===== config.mk =====
export PLATFORM = sky130hd
export DESIGN_NAME = dmpi_seq
export DESIGN_NICKNAME = d
export VERILOG_FILES = /design/src/hdl/dmpi_pkg.sv /design/src/hdl/dmpi_seq.sv
export SDC_FILE = /design/constraint.sdc
export NUM_CORES = 1
export LEC_CHECK = 0
export ABC_AREA = 1
export BUFFER_PORTS_ARGS = -buffer_cell sky130_fd_sc_hd__buf_2
export CAP_MARGIN = 5
export CELL_PAD_IN_SITES_DETAIL_PLACEMENT = 0
export CELL_PAD_IN_SITES_GLOBAL_PLACEMENT = 2
export CORE_UTILIZATION = 29
export DETAILED_ROUTE_END_ITERATION = 8
export GPL_TIMING_DRIVEN = 0
export PLACE_DENSITY_LB_ADDON = 0.08
export RECOVER_POWER = 100
export SETUP_SLACK_MARGIN = 0.5
export SLEW_MARGIN = 30
export SYNTH_ARGS = -nofsm -noshare
export SYNTH_HDL_FRONTEND = slang
export SYNTH_SLANG_ARGS = --single-unit

===== constraint.sdc =====
create_clock -name clk -period 1.95 [get_ports clk]
set_input_delay 0 -clock clk [delete_from_list [all_inputs] [get_ports clk]]
set_output_delay 0 -clock clk [all_outputs]
set_load 0.02 [all_outputs]

===== src/hdl/dmpi_pkg.sv =====
// Shared types, codes and series constants for the decimal pi engine.
package dmpi_pkg;

  // Operand width of a pass and width of one digit step value
  localparam int XW = 16;
  localparam int VW = 20;

  // Reciprocal of ten, scaled by 2^23, exact for values below 2^20
  localparam logic [VW-1:0] RECIP10 = 20'd838861;
  localparam int RSH = 23;

  // Whole-array pass kinds
  localparam logic [2:0] K_INIT = 3'd0;  // term := 1/n, sum := term
  localparam logic [2:0] K_MULT = 3'd1;  // term *= odd
  localparam logic [2:0] K_DIVO = 3'd2;  // term /= odd
  localparam logic [2:0] K_DIVN = 3'd3;  // term /= n*n
  localparam logic [2:0] K_ACC  = 3'd4;  // sum -/+= term
  localparam logic [2:0] K_PMUL = 3'd5;  // pi (+)= sum * weight

  // Opcodes and result status codes
  localparam logic OP_COMPUTE = 1'b0;
  localparam logic OP_READ    = 1'b1;
  localparam logic [1:0] ST_DIGIT = 2'd0;
  localparam logic [1:0] ST_DONE  = 2'd1;
  localparam logic [1:0] ST_RANGE = 2'd2;

  typedef struct packed {
    logic [2:0]    kind;
    logic [XW-1:0] xval;
    logic          sub;
    logic          pacc;
  } pass_cmd_t;

  typedef struct packed {
    logic done;
    logic nz;
  } pass_stat_t;

  // Arctangent argument denominators
  function automatic logic [XW-1:0] arc_base(input logic [1:0] a);
    logic [XW-1:0] r;
    case (a)
      2'd0:    r = 16'd8;
      2'd1:    r = 16'd57;
      default: r = 16'd239;
    endcase
    return r;
  endfunction

  function automatic logic [XW-1:0] arc_square(input logic [1:0] a);
    logic [XW-1:0] r;
    case (a)
      2'd0:    r = 16'd64;
      2'd1:    r = 16'd3249;
      default: r = 16'd57121;
    endcase
    return r;
  endfunction

  function automatic logic [XW-1:0] arc_weight(input logic [1:0] a);
    logic [XW-1:0] r;
    case (a)
      2'd0:    r = 16'd24;
      2'd1:    r = 16'd8;
      default: r = 16'd4;
    endcase
    return r;
  endfunction

endpackage


===== src/hdl/dmpi_seq.sv =====
// Series sequencer: orders the whole-array passes of the three arctangent series.
module dmpi_seq import dmpi_pkg::*; (
  input  logic       clk,
  input  logic       rst_n,
  input  logic       start,
  input  pass_stat_t stat,
  output logic       pass_start,
  output pass_cmd_t  cmd,
  output logic       done
);

  localparam logic [2:0] SQ_IDLE = 3'd0;
  localparam logic [2:0] SQ_INIT = 3'd1;
  localparam logic [2:0] SQ_MULT = 3'd2;
  localparam logic [2:0] SQ_DIVO = 3'd3;
  localparam logic [2:0] SQ_DIVN = 3'd4;
  localparam logic [2:0] SQ_ACC  = 3'd5;
  localparam logic [2:0] SQ_PMUL = 3'd6;

  logic [2:0]    state_r;
  logic [1:0]    arc_r;
  logic [XW-1:0] odd_r;
  logic          sub_r;
  logic          go_r;
  logic          done_r;
  logic [XW-1:0] odd_nxt;

  assign odd_nxt = odd_r + XW'(2);

  // Advance one pass at a time, looping on the series until the term is zero
  always_ff @(posedge clk) begin
    if (!rst_n) begin
      state_r <= SQ_IDLE;
      arc_r   <= '0;
      odd_r   <= XW'(1);
      sub_r   <= 1'b1;
      go_r    <= 1'b0;
      done_r  <= 1'b0;
    end else begin
      go_r   <= 1'b0;
      done_r <= 1'b0;
      unique case (state_r)
        SQ_IDLE: if (start) begin
          state_r <= SQ_INIT;
          arc_r   <= '0;
          go_r    <= 1'b1;
        end
        SQ_INIT: if (stat.done) begin
          odd_r   <= XW'(1);
          sub_r   <= 1'b1;
          state_r <= SQ_MULT;
          go_r    <= 1'b1;
        end
        SQ_MULT: if (stat.done) begin
          odd_r   <= odd_nxt;
          state_r <= (odd_nxt != '0) ? SQ_DIVO : SQ_DIVN;
          go_r    <= 1'b1;
        end
        SQ_DIVO: if (stat.done) begin
          state_r <= SQ_DIVN;
          go_r    <= 1'b1;
        end
        SQ_DIVN: if (stat.done) begin
          state_r <= SQ_ACC;
          go_r    <= 1'b1;
        end
        SQ_ACC: if (stat.done) begin
          sub_r   <= !sub_r;
          state_r <= stat.nz ? SQ_MULT : SQ_PMUL;
          go_r    <= 1'b1;
        end
        SQ_PMUL: if (stat.done) begin
          if (arc_r == 2'd2) begin
            state_r <= SQ_IDLE;
            done_r  <= 1'b1;
          end else begin
            arc_r   <= arc_r + 2'd1;
            state_r <= SQ_INIT;
            go_r    <= 1'b1;
          end
        end
        default: state_r <= SQ_IDLE;
      endcase
    end
  end

  // Pass command for the current step
  always_comb begin
    cmd.sub  = sub_r;
    cmd.pacc = (arc_r != 2'd0);
    cmd.kind = K_ACC;
    cmd.xval = '0;
    case (state_r)
      SQ_INIT: begin cmd.kind = K_INIT; cmd.xval = arc_base(arc_r);   end
      SQ_MULT: begin cmd.kind = K_MULT; cmd.xval = odd_r;             end
      SQ_DIVO: begin cmd.kind = K_DIVO; cmd.xval = odd_r;             end
      SQ_DIVN: begin cmd.kind = K_DIVN; cmd.xval = arc_square(arc_r); end
      SQ_PMUL: begin cmd.kind = K_PMUL; cmd.xval = arc_weight(arc_r); end
      default: ;
    endcase
  end

  assign pass_start = go_r;
  assign done       = done_r;

endmodule


==> results of run 1 <==
[synthesized netlist by cell type]
library cell,number
nand2_1,87
inv_1,37
dfxtp_1,24
nor2_1,24
a21oi_1,22
nand3_1,19
o21ai_0,12
nand2_2,9
inv_2,8
nor2_2,7
ha_1,6
nand4_1,6
nor2_4,4
o211ai_1,4
buf_4,3
clkbuf_1,3
o21ai_1,3
o22ai_1,3
a21oi_2,2
nand3_2,2
a211o_1,1
a211oi_1,1
a22oi_1,1
a31oi_1,1
buf_2,1
clkinv_1,1
nor3_1,1
nor4_1,1
o221ai_1,1
o31ai_1,1
[flip-flops by register name (all words and copies together) (netlist names)]
name and count:
odd_r 16, state_r 3, arc_r 2, done 1, pass_start 1, sub_r 1
[final cells by class]
cell class | count | share of cell area
Tap cell | 75 | 0.0329
Multi-Input combinational cell | 218 | 0.493
Buffer | 7 | 0.0272
Clock inverter | 1 | 0.0105
Inverter | 46 | 0.0663
Sequential cell | 24 | 0.180
Timing Repair Buffer | 63 | 0.175
Clock buffer | 3 | 0.0145
[per-layer routing]
layer  vias up  track usage  part of all wire
li1       1087            -                 -
met1      1001        0.255              0.48
met2        23        0.362              0.50
met3         2       0.0227             0.014
met4         0       0.0554            0.0053
met5         -            0                 0
[path summary, 6_finish.rpt]
check	startpoint	end
hold / removal	stat[1]	pass_start
hold reg to reg	odd_r[15]	odd_r[15]
setup / recovery	state_r[1]	odd_r[5]
setup reg to reg	state_r[1]	odd_r[5]
[logic make-up (layout without fill, tap and decap cells)]
kind of cell / Yosys count / after routing / synth area share
flip-flops: 24 / 24 / 0.268
adder cells (fa/ha/maj): 6 / 6 / 0.0419
AO/OA/AOI/OAI: 52 / 52 / 0.166
buffers and inverters: 53 / 120 / 0.118
AND/OR/NAND/NOR: 160 / 160 / 0.405
[through the flow]
step | util | std cells | worst slack (ns) | power, uW
after global placement | 0.349 | 397 | 0.145 | 1270
final | 0.481 | 437 | 0.114 | 2270
after global routing | 0.481 | 437 | 0.0497 | 2390
after detailed placement | 0.349 | 397 | 0.154 | 1270
after floorplan | - | 295 | 0.489 | 1060
after CTS | 0.453 | 432 | 0.222 | 2190
[worst min-delay path: stages]
cell and delay [ns]:
buf_2 0.13, o21ai_0 0.07, a21oi_1 0.06
[power by group through the flow]
stage                     sequential (uW)  clock [uW]  combinational [uW]
final                                 580         471                1220
after global routing                  585         499                1310
after CTS                             590         476                1130
after detailed placement              589           0                 681
after global placement                589           0                 685
after floorplan                       587           0                 471
[repair_timing]
action / CTS / global route
resized for setup: 92 / 75
cloned: 3 / 0
pin swaps: 32 / 16
hold buffers: 2 / 0
endpoints found under the setup margin: 39 / 37
buffers inserted: 26 / 5
hold endpoints to repair: 4 / 0
==> results.yml, run 1 <==
outcome:
  run_status: "completed"
power:
  comb_power_share: 0.537
  share_clk_of_total_power: 0.208
  power.share.sequential: 0.256
  switching_power_uw: 918
  peakVddDrop_mv: 0.476
  power_density_nw_per_um2: 796
  p_sw_frac: 0.405
  p_int_uw: 1350
  total_leakage_power_uw: 0.00114
sta:
  final.setup.tns_ns: 0
  final_worst_hold_slack_ns: 0.0358
  timing.final.crit_period_ns: 1.84
  skew_ns: 0.0112
  rsz_0062_raised_after_global_routing: "yes"
  final-hold-violation-count: 0
  fin_max_slew_vios: 0
  fmax_mhz: 545
  timing.slew.headroom: 0.457
  worstMarginPinSlew_ns: 0.814
  post-route-period-util: 0.942
  setup_violations: 0
worst_setup_path:
  critical_path_peak_fanout: 5
  startpoint_type: "flop"
  ff2ff_setup_slack_ns: 0.11
  arrival_ns: 2.03
  criticalPathCategory: "flop to flop"
  slowest_stage_cell_cp: "dfxtp_1"
  critical_path_cell_count: 10
  cell_breakdown_of_the_critical_path: "inv_4, nor2_1, inv_4, nor2_4, inv_2, buf_6, nor2_4, clkbuf_2, nand2_2, a21oi_1"
  crit_buf_inv: 5
  worstRegToRegCells: 10
  critical-path-top-delay-family: "buffers and inverters"
  data_required_time_of_the_worst_path_ns: 2.14
  worst_setup_path_end_kind: "flop"
  timing.critical_path.slowest_cell_delay_ns: 0.45
yosys:
  syn_area_sq_um: 1790
  synthesis.instances: 295
  yosys_register_bits: 24
  synth.distinct_cells: 30
  yosys.area.top_type_share: 0.268
  synth-warning-count: 0
  synthTopCellsByArea: "dfxtp_1 27%, nand2_1 18%, inv_1 7.8%"
  syn-num-nets: 306
  synth_top_area_cell: "dfxtp_1"
  synth_seq_area_share: 0.268
  synth.avg_cell_area_sq_um: 6.07
cts:
  clkSlewWorstSetupHoldPaths_ns: 0.11
  cts_num_sinks: 24
  htreeDepth: 1
  tritoncts: "built"
  ctsLongestPathBuffers: 2
  worst_skew_pair.late_latency_ns: 0.28
  cts_root_buffer: "clkbuf_8"
  cts_made_buffers: 3
grt:
  grt_antenna_before_repair: 0
  grt_pass1_vias: 1970
  grt_first_pass_wirelength_microns: 9760
  grt-ovfl-total: 0
  track_usage: 0.203
  grt_start_max_net_pins: 15
route:
  drt_first_pass_iters: 4
  route.detailed.vias_per_inst: 4.84
  ant_nets: 0
  route.vias.total: 2113
  drt_wl_total_microns: 6380
  drc: 0
  drt-wirelength-per-cell_microns: 14.6
  drtIter0Drc: 60
cells_and_area:
  antennaDiodeCount: 0
  most-common-layout-cells: "68 x nand2_1, 31 x inv_1, 26 x buf_4"
  sequential_cell_area_sq_um: 514
  flow.area_growth_from_synthesis_pct: 59.2
  fraction_of_layout_cells_with_a_size_suffix_above_1: 0.459
  final_common_cell: "nand2_1"
  fin_area_sq_um: 2850
  design.final.nets: 374
  fillerInstances: 650
  multi_input_comb_area_sq_um: 1410
floorplanning:
  design.die.area_sq_um: 6490
  floorplan.io_pins: 28
  dieHeight_microns: 80.6
  rows: 28
  fp.coreArea_sq_um: 5920
  initial_utilization: 0.302
  chipWidth_microns: 80.6
placed_design:
  post_dp_cell_area_sq_um: 2070
  portBuffers: 27
  globalplace.congestion: 0.785
  hpwl_microns: 4370
hold_path:
  hold_path_class: "primary input to flop"
  worst_hold_path.num_cells: 3
run:
  timing.max_cap.violations: 0
No activity file was read; power rests on OpenSTA's default activity.
==> inputs of run 2 (changes only) <==
ABC_AREA = not set   (was 1)
CORE_UTILIZATION = 32   (was 29)
==> run 2 against run 1 <==
- register-to-register slack lost 0.05 ns
- via count rose by 1.2%
- die area decreased by 4.8%
- synthesized area is 4.9% higher
- sequential share of layout area fell by 1.2 points
- hold slack better by 0.12 ns
- sequential power shrank 5.0%
- non-clock buffer count grew 29
- flip-flop and latch count unchanged
- clock skew decreased by 0.0072 ns
- combinational power up 35%
- clock power fell by 20%
- critical endpoint is now state_r[2]
- largest power group unchanged
==> results.yml, run 2 <==
cts:
  tritoncts: "built"
  cts_made_buffers: 3
  htreeDepth: 1
  cts_num_sinks: 24
  clkSlewWorstSetupHoldPaths_ns: 0.10
  ctsLongestPathBuffers: 2
  worst_skew_pair.late_latency_ns: 0.28
  cts_root_buffer: "clkbuf_8"
cells_and_area:
  fraction_of_layout_cells_with_a_size_suffix_above_1: 0.442
  sequential_cell_area_sq_um: 494
  design.final.nets: 347
  largest_reg_flops: 16
  most-common-layout-cells: "39 x buf_4, 29 x nor2_1, 21 x buf_6"
  final_common_cell: "buf_4"
  instances_no_fill: 407
  multi_input_comb_area_sq_um: 1410
  leading_registers_by_flop_count: "odd_r (16), state_r (3), arc_r (2)"
  flow.area_growth_from_synthesis_pct: 56.5
  fillerInstances: 583
  antennaDiodeCount: 0
  top_register: "odd_r"
  fin_area_sq_um: 2940
yosys:
  synthTopCellsByArea: "dfxtp_1 26%, nor2_1 8.0%, o21ai_0 5.1%"
  synth.avg_cell_area_sq_um: 7.34
  yosys_register_bits: 24
  synth-warning-count: 0
  asyncSetResetFlopFracSynth: 0
  number_of_enable_type_register_cells_in_the_synthesized_netlist: 0
  syn_area_sq_um: 1880
  synthesis.instances: 256
  yosys.area.top_type_share: 0.256
  synth.distinct_cells: 50
  synth_most_common_cell: "nor2_1"
  synth_flop_cell: "dfxtp_1"
  synth_top_area_cell: "dfxtp_1"
  syn-num-nets: 267
  leading_cell_types_by_count_after_synthesis: "40 x nor2_1, 24 x dfxtp_1, 19 x nand2_1, 19 x o21ai_0, 13 x a21oi_1"
  synth_seq_area_share: 0.256
run:
  timing.max_cap.violations: 0
grt:
  track_usage: 0.220
  grt_antenna_before_repair: 0
  gr-max-usage-layer: "met2"
  grt_pass1_vias: 1949
  global_route.usage.met1: 0.284
  grt-ovfl-total: 0
  grt_first_pass_wirelength_microns: 10400
  met3_usage: 0.0384
  grt_start_max_net_pins: 14
  use_met2: 0.378
route:
  drt-wirelength-per-cell_microns: 16.5
  route.vias.total: 2138
  drtIter0Drc: 137
  drt_first_pass_iters: 4
  ant_nets: 0
  drc: 0
  route.detailed.vias_per_inst: 5.25
  drt_wl_total_microns: 6700
worst_setup_path:
  worstRegToRegCells: 7
  regToRegEndpoint: "state_r[2]"
  crit_buf_inv: 1
  ff2ff_setup_slack_ns: 0.06
  data_required_time_of_the_worst_path_ns: 2.12
  worstReg2RegStart: "odd_r[1]"
  arrival_ns: 2.05
  critPathLaunch: "odd_r[1]"
  cell_breakdown_of_the_critical_path: "buf_4, nand2_1, nor3_1, o22ai_1, nand4_1, nor4b_4, a221o_1"
  critical-path-top-delay-family: "simple AND/OR/NAND/NOR gates"
  criticalPathCategory: "flop to flop"
  critical_path_peak_fanout: 8
  worst_setup_path_end_kind: "flop"
  timing.critical_path.to: "state_r[2]"
  critical_path_cell_count: 7
  timing.critical_path.slowest_cell_delay_ns: 0.40
  startpoint_type: "flop"
  slowest_stage_cell_cp: "nor3_1"
outcome:
  run_status: "completed"
floorplanning:
  rows: 27
  initial_utilization: 0.337
  fp.coreArea_sq_um: 5570
  floorplan.io_pins: 28
  dieHeight_microns: 78.6
  design.die.area_sq_um: 6180
  chipWidth_microns: 78.6
placed_design:
  detailedPlace.worstSlack_ns: -0.0453
  hpwl_microns: 4220
  portBuffers: 27
  post-place-cells: 355
  post_dp_cell_area_sq_um: 2160
  globalplace.congestion: 0.771
hold_path:
  hold_path_class: "primary input to flop"
power:
  p_int_uw: 1490
  power.share.sequential: 0.213
  p_sw_frac: 0.423
  comb_power_share: 0.640
  peakVddDrop_mv: 0.568
  switching_power_uw: 1090
  total_leakage_power_uw: 0.00125
  power_density_nw_per_um2: 879
  share_clk_of_total_power: 0.147
sta:
  worstMarginPinSlew_ns: 0.629
  post-route-worst-setup-slack_ns: 0.0636
  post-route-period-util: 0.967
  timing.final.crit_period_ns: 1.89
  rsz_0062_raised_after_global_routing: "yes"
  setup_violations: 0
  timing.slew.headroom: 0.581
  skew_ns: 0.00394
  final-hold-violation-count: 0
  fin_max_slew_vios: 0
  fmax_mhz: 530
[run 2: cell count changes after synthesis, sizes merged, moves of 6 or more]
cell and delta:
xnor2 +10, a21oi -11, a21o +7, nand3 -8, buf +10, and3 +7
nor3 +7, nand2 -77, inv -33, clkbuf +7, a22oi +7, nor2 +6
[run 2: what timing repair did]
item,4_1_cts,5_1_grt
hold buffers,0,0
pin swaps,25,20
resized for setup,89,52
setup endpoints to repair,39,38
gates cloned,3,2
setup buffers,27,16
[run 2: through the flow]
stage	power [uW]	util	setup TNS, ns	hold slack [ns]
3_5_place_dp	1460	0.388	-0.0979	0.422
3_3_place_gp	1470	0.388	-0.134	0.421
5_1_grt	2740	0.527	0	0.161
6_report	2580	0.527	0	0.152
2_1_floorplan	1200	-	0	0.202
4_1_cts	2330	0.489	0	0.143
[run 2: how the worst min path moves through the flow]
| stage | from | endpoint | slack [ns] | cells after the start |
|---|---|---|---|---|
| after floorplan | rst_n | odd_r[11] | 0.20 | 2 |
| after global placement | pass_start | pass_start | 0.42 | 1 |
| after detailed placement | pass_start | pass_start | 0.42 | 1 |
| after CTS | rst_n | odd_r[11] | 0.14 | 3 |
| after global routing | rst_n | odd_r[11] | 0.16 | 3 |
| final | rst_n | odd_r[11] | 0.15 | 3 |
[run 2: final cells by class]
type,instances,area share
inverter,12,0.0196
clock buffer,4,0.0187
tap,72,0.0307
sequential,24,0.168
buffer,24,0.0877
timing repair buffer,75,0.197
multi-input combinational,196,0.479
[run 2: kinds of logic (layout without fill, tap and decap cells)]
logic type,Yosys count,in the layout,share of synthesized area
and+or+nand+nor,102,102,0.276
AOI/OAI and AO/OA,78,78,0.276
buffers and inverters,36,115,0.105
adders and majority gates,6,6,0.0400
xor gates and xnor gates,10,10,0.0466
DFF,24,24,0.256
[run 2: per-layer routing]
layer  vias to the layer above  part of all wire
met5                         -                 0
met4                         0            0.0090
met3                         4             0.020
met2                        33              0.49
met1                      1028              0.48
li1                       1073                 -
[run 2: worst register-to-register path: cells and delay by family (launching register included)]
| kind | cells | cell delay (ns) |
|---|---|---|
| AOI/OAI and AO/OA | 2 | 0.48 |
| buffers and inverters | 1 | 0.18 |
| DFF | 1 | 0.36 |
| and+or+nand+nor | 4 | 0.76 |
[run 2: power groups by stage]
stage	clock, uW	combinational, uW	sequential, uW
4_1_cts	394	1390	547
3_3_place_gp	0	921	551
2_1_floorplan	0	644	560
6_report	379	1650	551
3_5_place_dp	0	914	551
5_1_grt	415	1770	555
